<file path="src/bps_pkg.sv">
// Package for the bicubic plane scaler: constants, register indexes and sizes.
// Used by every module of the block; depends on nothing.
`default_nettype none
package bps_pkg;
   localparam int MaxWidthDefault  = 256;
   localparam int MaxHeightDefault = 256;
   localparam int FracBitsDefault  = 8;
   localparam int CsrIdxWidth      = 3;
   localparam int PixelWidth       = 8;
   localparam int PosWidth         = 12;
   localparam int SizeWidth        = 9;
   localparam int StepWidth        = 25;
   localparam logic [CsrIdxWidth-1:0] RegSrcWidth  = 3'd0;
   localparam logic [CsrIdxWidth-1:0] RegSrcHeight = 3'd1;
   localparam logic [CsrIdxWidth-1:0] RegStepX     = 3'd2;
   localparam logic [CsrIdxWidth-1:0] RegStepY     = 3'd3;
   localparam logic [CsrIdxWidth-1:0] RegSignMode  = 3'd4;
   localparam logic CmdLoad    = 1'b0;
   localparam logic CmdCompute = 1'b1;
endpackage
`default_nettype wire

</file>
<file path="src/bps_cubic_unit.sv">
// Shared Catmull-Rom cubic unit: three Horner multiply steps, then scale and saturate.
// Depends on bps_pkg; started by the sequencer in the top level.
`default_nettype none
module bps_cubic_unit #(
   parameter int FRAC_BITS = bps_pkg::FracBitsDefault
) (
   input  wire logic                           clock,
   input  wire logic                           reset,
   input  wire logic                           start,
   input  wire logic                           signed_mode,
   input  wire logic [FRAC_BITS-1:0]           frac,
   input  wire logic signed [9:0]              p0,
   input  wire logic signed [9:0]              p1,
   input  wire logic signed [9:0]              p2,
   input  wire logic signed [9:0]              p3,
   output logic                                done,
   output logic signed [9:0]                   result
);
   import bps_pkg::*;
   localparam int AccWidth = 3 * FRAC_BITS + 16;
   localparam int DenShift = 3 * FRAC_BITS + 1;
   logic [1:0] step_ff, step_in;
   logic busy_ff, busy_in;
   logic signed [AccWidth-1:0] acc_ff, acc_in;
   logic signed [13:0] cb_ff, cc_ff;
   logic signed [9:0] p1_ff;
   logic signed [AccWidth-1:0] addend, prod, total, quo;
   logic signed [AccWidth-1:0] den_m1;
   logic signed [9:0] sat;

   always_comb begin
      addend = '0;
      unique case (step_ff)
         2'd0: addend = AccWidth'(cb_ff) <<< FRAC_BITS;
         2'd1: addend = AccWidth'(cc_ff) <<< (2 * FRAC_BITS);
         default: addend = '0;
      endcase
      prod = acc_ff * $signed({1'b0, frac});
      acc_in = acc_ff;
      step_in = step_ff;
      busy_in = busy_ff;
      if (start) begin
         acc_in = AccWidth'(13'sd3 * (p1 - p2) + p3 - p0);
         step_in = 2'd0;
         busy_in = 1'b1;
      end else if (busy_ff) begin
         acc_in = prod + addend;
         step_in = step_ff + 2'd1;
         if (step_ff == 2'd2) busy_in = 1'b0;
      end
      den_m1 = (AccWidth'(1) <<< DenShift) - AccWidth'(1);
      total = (AccWidth'(p1_ff) <<< DenShift) + acc_ff;
      quo = (total + (total < 0 ? den_m1 : AccWidth'(0))) >>> DenShift;
      if (signed_mode) begin
         sat = quo > 127 ? 10'sd127 : (quo < -127 ? -10'sd127 : quo[9:0]);
      end else begin
         sat = quo > 255 ? 10'sd255 : (quo < 0 ? 10'sd0 : quo[9:0]);
      end
   end

   always_ff @(posedge clock) begin
      if (reset) begin
         busy_ff <= 1'b0;
         step_ff <= 2'd0;
         done <= 1'b0;
      end else begin
         busy_ff <= busy_in;
         step_ff <= step_in;
         done <= busy_ff && step_ff == 2'd2;
      end
      acc_ff <= acc_in;
      if (start) begin
         cb_ff <= 14'sd2 * p0 - 14'sd5 * p1 + 14'sd4 * p2 - p3;
         cc_ff <= 14'(p2 - p0);
         p1_ff <= p1;
      end
   end

   assign result = sat;
endmodule
`default_nettype wire
</file>
<file path="config.mk">
export PLATFORM = sky130hd
export DESIGN_NAME = bps_cubic_unit
export DESIGN_NICKNAME = d
export VERILOG_FILES = /design/src/bps_pkg.sv /design/src/bps_cubic_unit.sv
export SDC_FILE = /design/constraint.sdc
export NUM_CORES = 1
export LEC_CHECK = 0
export BUFFER_PORTS_ARGS = -buffer_cell sky130_fd_sc_hd__buf_2
export CAP_MARGIN = 30
export CORE_ASPECT_RATIO = 1.75
export CORE_MARGIN = 4
export CORE_UTILIZATION = 59
export CTS_CLUSTER_DIAMETER = 200
export DETAILED_ROUTE_END_ITERATION = 8
export GPL_TIMING_DRIVEN = 0
export PLACE_DENSITY = 0.82
export SYNTH_ARGS = -nofsm -noshare
export SYNTH_HDL_FRONTEND = slang
export SYNTH_SLANG_ARGS = --single-unit
</file>
<file path="constraint.sdc">
create_clock -name clock -period 6.8 [get_ports clock]
set_input_delay 0.34 -clock clock [delete_from_list [all_inputs] [get_ports clock]]
set_output_delay 0.34 -clock clock [all_outputs]
set_load 0.02 [all_outputs]
</file>
[Yosys cells after proc, flatten, opt, wreduce, memory -nomap -nowiden]
Index checks and enable logic that the tools add are counted.
Storage, ports and cells
  register bits: 82
  input port bits: 52
  RAM bits: 0
  word-level logic and storage cells: 44
  latch bits: 0
  memories kept: 0
  ROM bits: 0
Cells by class
  reduce and logical (&&, ||, !) cells: 4
  bitwise operators: 0
  add/subtract/negate cells: 11
  multipliers: 3
  magnitude comparators: 5
  mux-type cells: 12
  divide/modulo/power cells: 0
  equal/unequal tests: 2
  shifts and indexed selects: 0
Operators by type and width (count)
  40-bit 2-to-1 mux: 2
  40-bit case mux with 2 select lines: 1
  10-bit 2-to-1 mux: 5
  35-bit by 40-bit adder with 40-bit output: 1
  40-bit by 26-bit adder with 40-bit output: 1
  40-bit adder: 1
  40-bit by 1-bit < comparator with 1-bit output, second input constant: 1
  40-bit by 9-bit multiplier with 40-bit output: 1
  25-bit 2-to-1 mux: 1
  10-bit by 10-bit subtractor with 11-bit output: 2
  15-bit by 10-bit subtractor with 16-bit output: 1
  14-bit by 10-bit adder with 15-bit output: 1
  15-bit by 8-bit > comparator with 1-bit output, second input constant: 1
  15-bit by 9-bit > comparator with 1-bit output, second input constant: 1
  15-bit by 1-bit < comparator with 1-bit output, second input constant: 1
  15-bit by 8-bit < comparator with 1-bit output, second input constant: 1
  14-bit by 12-bit adder with 14-bit output: 1
  3-bit by 11-bit multiplier with 14-bit output, first input constant: 1
  4-bit by 10-bit multiplier with 14-bit output, first input constant: 1
  11-bit by 14-bit subtractor with 14-bit output: 1
  14-bit by 10-bit subtractor with 14-bit output: 1
  1-bit 2-to-1 mux: 3
  2-bit by 1-bit adder with 2-bit output, second input constant: 1
  2-bit by 1-bit equality test with 1-bit output, second input constant: 1
  other kinds (5): 5

[Logic depth before layout (Yosys ltp)]
  word-level depth: 8
  mapped depth: 26

[Worst setup path before layout]
Ideal clock, no wire load.
  path type: input -> register
  start: in frac[2]
  end: reg acc_ff[35] (data pin)
  arrival time: 6081 ps
  path slack: 450 ps
  stages on the path: 21
  required time: 6531 ps
  buffers on the path: 2
  library setup time: 269 ps
  cell sequence: clkbuf_1 -> clkbuf_1 -> nand2_1 -> fa_1 -> inv_1 -> fa_1 -> fa_1 -> fa_1 -> fa_1 -> ha_1 -> o21ai_0 -> o21bai_1 -> o41ai_2 -> a31oi_1 -> a21o_1 -> a221o_1 -> a2111oi_4 -> o21ai_1 -> a221oi_2 -> xor2_1 -> o21ai_1
Between the ends
  cells in the longest elaborated chain, start to end: 4
Ends and longest elaborated chain
  start: declaration: RTL line bps_cubic_unit.sv:11  | input wire logic [FRAC_BITS-1:0] frac,
  40-bit by 9-bit multiplier with 40-bit output: RTL line bps_cubic_unit.sv:38  | prod = acc_ff * $signed({1'b0, frac});
  40-bit adder: RTL line bps_cubic_unit.sv:47  | acc_in = prod + addend;
  40-bit 2-to-1 mux: RTL line bps_cubic_unit.sv:46  | end else if (busy_ff) begin
  40-bit 2-to-1 mux: RTL line bps_cubic_unit.sv:42  | if (start) begin
  named net acc_in[35]: RTL line bps_cubic_unit.sv:24  | logic signed [AccWidth-1:0] acc_ff, acc_in;
  end signal: assignment: RTL line bps_cubic_unit.sv:71  | acc_ff <= acc_in;
  end: declaration: RTL line bps_cubic_unit.sv:24
The timed path passes the listed nets, and every way through them passes these cells. The select of a mux whose other input is x is not followed.
A chain may end at the register's enable or synchronous reset.

[Worst setup path after layout]
  start: reg acc_ff[4]
  end: reg acc_ff[35] (data pin)
Between the ends
  cells in the longest elaborated chain, start to end: 4
Ends and longest elaborated chain (RTL line)
  40-bit by 9-bit multiplier with 40-bit output: bps_cubic_unit.sv:38
  40-bit adder: bps_cubic_unit.sv:47
  40-bit 2-to-1 mux: bps_cubic_unit.sv:46
  40-bit 2-to-1 mux: bps_cubic_unit.sv:42
  named net acc_in[35]: bps_cubic_unit.sv:24
The timed path passes the listed nets, and every way through them passes these cells. The select of a mux whose other input is x is not followed.

==> run summary <==
First-pass GRT wire length -> 75,400 um
Gr ovfl total -> 0
CTS Sinks -> 79
Crit-path max FO -> 6
Drt total wl -> 46,700 um
Fin nets -> 2,549
Max Slew Vio Count -> 0
Yosys warnings -> 0
Syn Nets -> 2,447
Worst min path class -> in2reg
Top cells by area, synth -> fa_1, ha_1, edfxtp_1
Main synth FF type -> edfxtp_1
Crit Path Class -> reg2reg
Cell Area, Synth -> 0.0178 mm^2
Post-DP HPWL -> 39,400 um
Req. time, crit path -> 6.89 ns
Remaining antenna violation count -> 0
Setup TNS Final -> 0 ns
Commonest non-fill, non-tap cell in the layout -> inv_1
TritonCTS Buffers -> 9
DR vias -> 13,800
Die Y -> 238 um
DP Cell Count -> 2,338
Ys async rst share -> 0%
Starting density of the core -> 60.2%
Fillers -> 2,321
Vias in the first global route -> 15,200
Row cnt -> 83
Yosys cell types -> 65
Status -> finished, final reports clean
Register bit total from synthesis -> 79
Root Buffer -> clkbuf_16
Worst-Margin Slew -> 0.908 ns
Initial antenna violation count -> 0
Crit path capture type -> flop
Number of synthesized flops with an enable pin -> 75
Most frequent cells in the layout -> inv_1, fa_1, ha_1
Final Worst Setup Slack -> 0.196 ns
# setup viols final -> 0
Ant diodes -> 0
Vias/cell -> 5.79
Minimum clock period -> 6.60 ns
CTS tree -> built
MaxCap Viol Count -> 0
Mean routed wirelength per cell -> 19.6 um
Startpoint Class -> flop
CTS H-tree lvls -> 3
Remaining DRCs -> 0
Synthesized instance count -> 1,893
Worst skew pair latency -> 0.37 ns
Area of the core -> 0.0295 mm^2
Rel. slew slack -> 39.5%
Tot GR Track Use -> 29.1%
Period utilisation layout -> 97.1%
Setup Skew -> 0.00837 ns
Data arrival time of the worst path -> 6.70 ns
Seq/Total Area, Yosys -> 13.1%
Die Area -> 0.0331 mm^2
Avg Inst Size Synth -> 9.39 um^2
Dominant cell type by area after synthesis -> fa_1
Share of layout cells above drive strength 1 -> 7.90%
Final GP Congestion -> 0.948
Area Growth Syn to Fin -> 8.27%
Iteration-0 DRC Markers -> 684
Max Buffers Root-to-Sink -> 2
Ports -> 63
Synth top area share -> 32.9%
Pre-CTS setup slack -> -1.28 ns
Maximum clock frequency -> 0.151 GHz
Largest net degree at the start of global routing -> 37
Final hold vios -> 0
Die Width -> 139 um
Number of detailed-route iterations in the first pass -> 5
Non-filler cells, final -> 2,382
Port-buffer cells -> 61
WHS -> 0.176 ns
Clock slew seen by the registers of the worst setup and hold paths -> 0.07 ns
cells in the mapped netlist, types with 5 or more instances:
library cell,n
inv_1,374
fa_1,292
ha_1,210
and2_1,184
nand2_1,175
a21oi_1,78
edfxtp_1,75
xnor2_1,60
o21ai_0,52
nor2_1,47
xor2_1,43
a21o_1,41
clkbuf_1,38
o21ai_1,21
nor2b_1,17
nand3_1,14
nor3_1,14
and3_1,12
nand2b_1,11
a31oi_1,10
o21bai_1,10
o21a_1,9
a211oi_1,8
nand4_1,8
a22o_1,5
o2111ai_1,5
o31ai_1,5
critical path: stages, from the launching register on:
cell,delay [ns]
edfxtp_1,0.49
buf_4,0.18
nand2_1,0.08
fa_1,0.44
fa_1,0.50
inv_1,0.07
fa_1,0.51
fa_1,0.55
fa_1,0.57
ha_2,0.31
o21ai_2,0.18
o21bai_2,0.12
o41ai_2,0.34
buf_4,0.18
a31oi_2,0.13
a21o_1,0.25
a221o_1,0.39
a2111oi_4,0.37
o21ai_2,0.13
a221oi_2,0.27
xor2_1,0.19
o21ai_1,0.07
sequential cells by signal, indices dropped and copies added (netlist names):
name and cells:
cb_ff 14, p1_ff 10, done 1, busy_ff 1
step_ff 2, acc_ff 40, cc_ff 11
what timing repair did:
action | in CTS | in global routing
setup buffers | 20 | 10
resized for setup | 29 | 17
setup endpoints to repair | 11 | 9
pin swaps | 4 | 11
hold buffers | 0 | 0
area by class of cell:
| cell class | instances | area, um^2 | share of cell area (%) |
|---|---|---|---|
| Inverter | 374 | 1400 | 7.30 |
| Clock inverter | 7 | 77.6 | 0.403 |
| Tap cell | 382 | 478 | 2.48 |
| Timing Repair Buffer | 93 | 578 | 3.00 |
| Clock buffer | 9 | 225 | 1.17 |
| Buffer | 38 | 210 | 1.09 |
| Multi-Input combinational cell | 1400 | 13900 | 72.4 |
| Sequential cell | 79 | 2330 | 12.1 |
logic make-up (layout without fill, tap and decap cells):
group           Yosys count  after routing  share of synthesized area (%)
simple gates            506            506                           14.6
mux                       8              8                          0.479
xor+xnor                105            105                           5.26
fa+ha+maj               502            502                           47.7
flops                    79             79                           13.1
buf+inv                 414            521                           8.77
compound gates          279            279                           10.1
metal layers:
| layer | vias to the layer above | track usage, % | part of all wire, % |
|---|---|---|---|
| met5 | - | 0 | 0 |
| met4 | 0 | 21.5 | 7.9 |
| met3 | 194 | 3.18 | 4.1 |
| met2 | 486 | 54.3 | 55 |
| met1 | 6868 | 29.4 | 33 |
| li1 | 6254 | - | - |
final timing paths:
check / start / to / slack (ns) / cells past startpoint
worst min register to register: busy_ff / done / 0.53 / 2
worst max-delay path: acc_ff[4] / acc_ff[35] / 0.20 / 21
worst min-delay path: reset / done / 0.18 / 2
worst max register to register: acc_ff[4] / acc_ff[35] / 0.20 / 21
per-stage QoR:
stage	instance area [um^2]	util [%]
floorplan	17800	-
global placement	18600	62.9
detailed placement	18600	63.0
CTS	19100	64.8
global route	19200	65.2
finish	19200	65.2
Power is not shown: default switching activity piles up to over one toggle a cycle in this logic, so the estimate is an artifact.
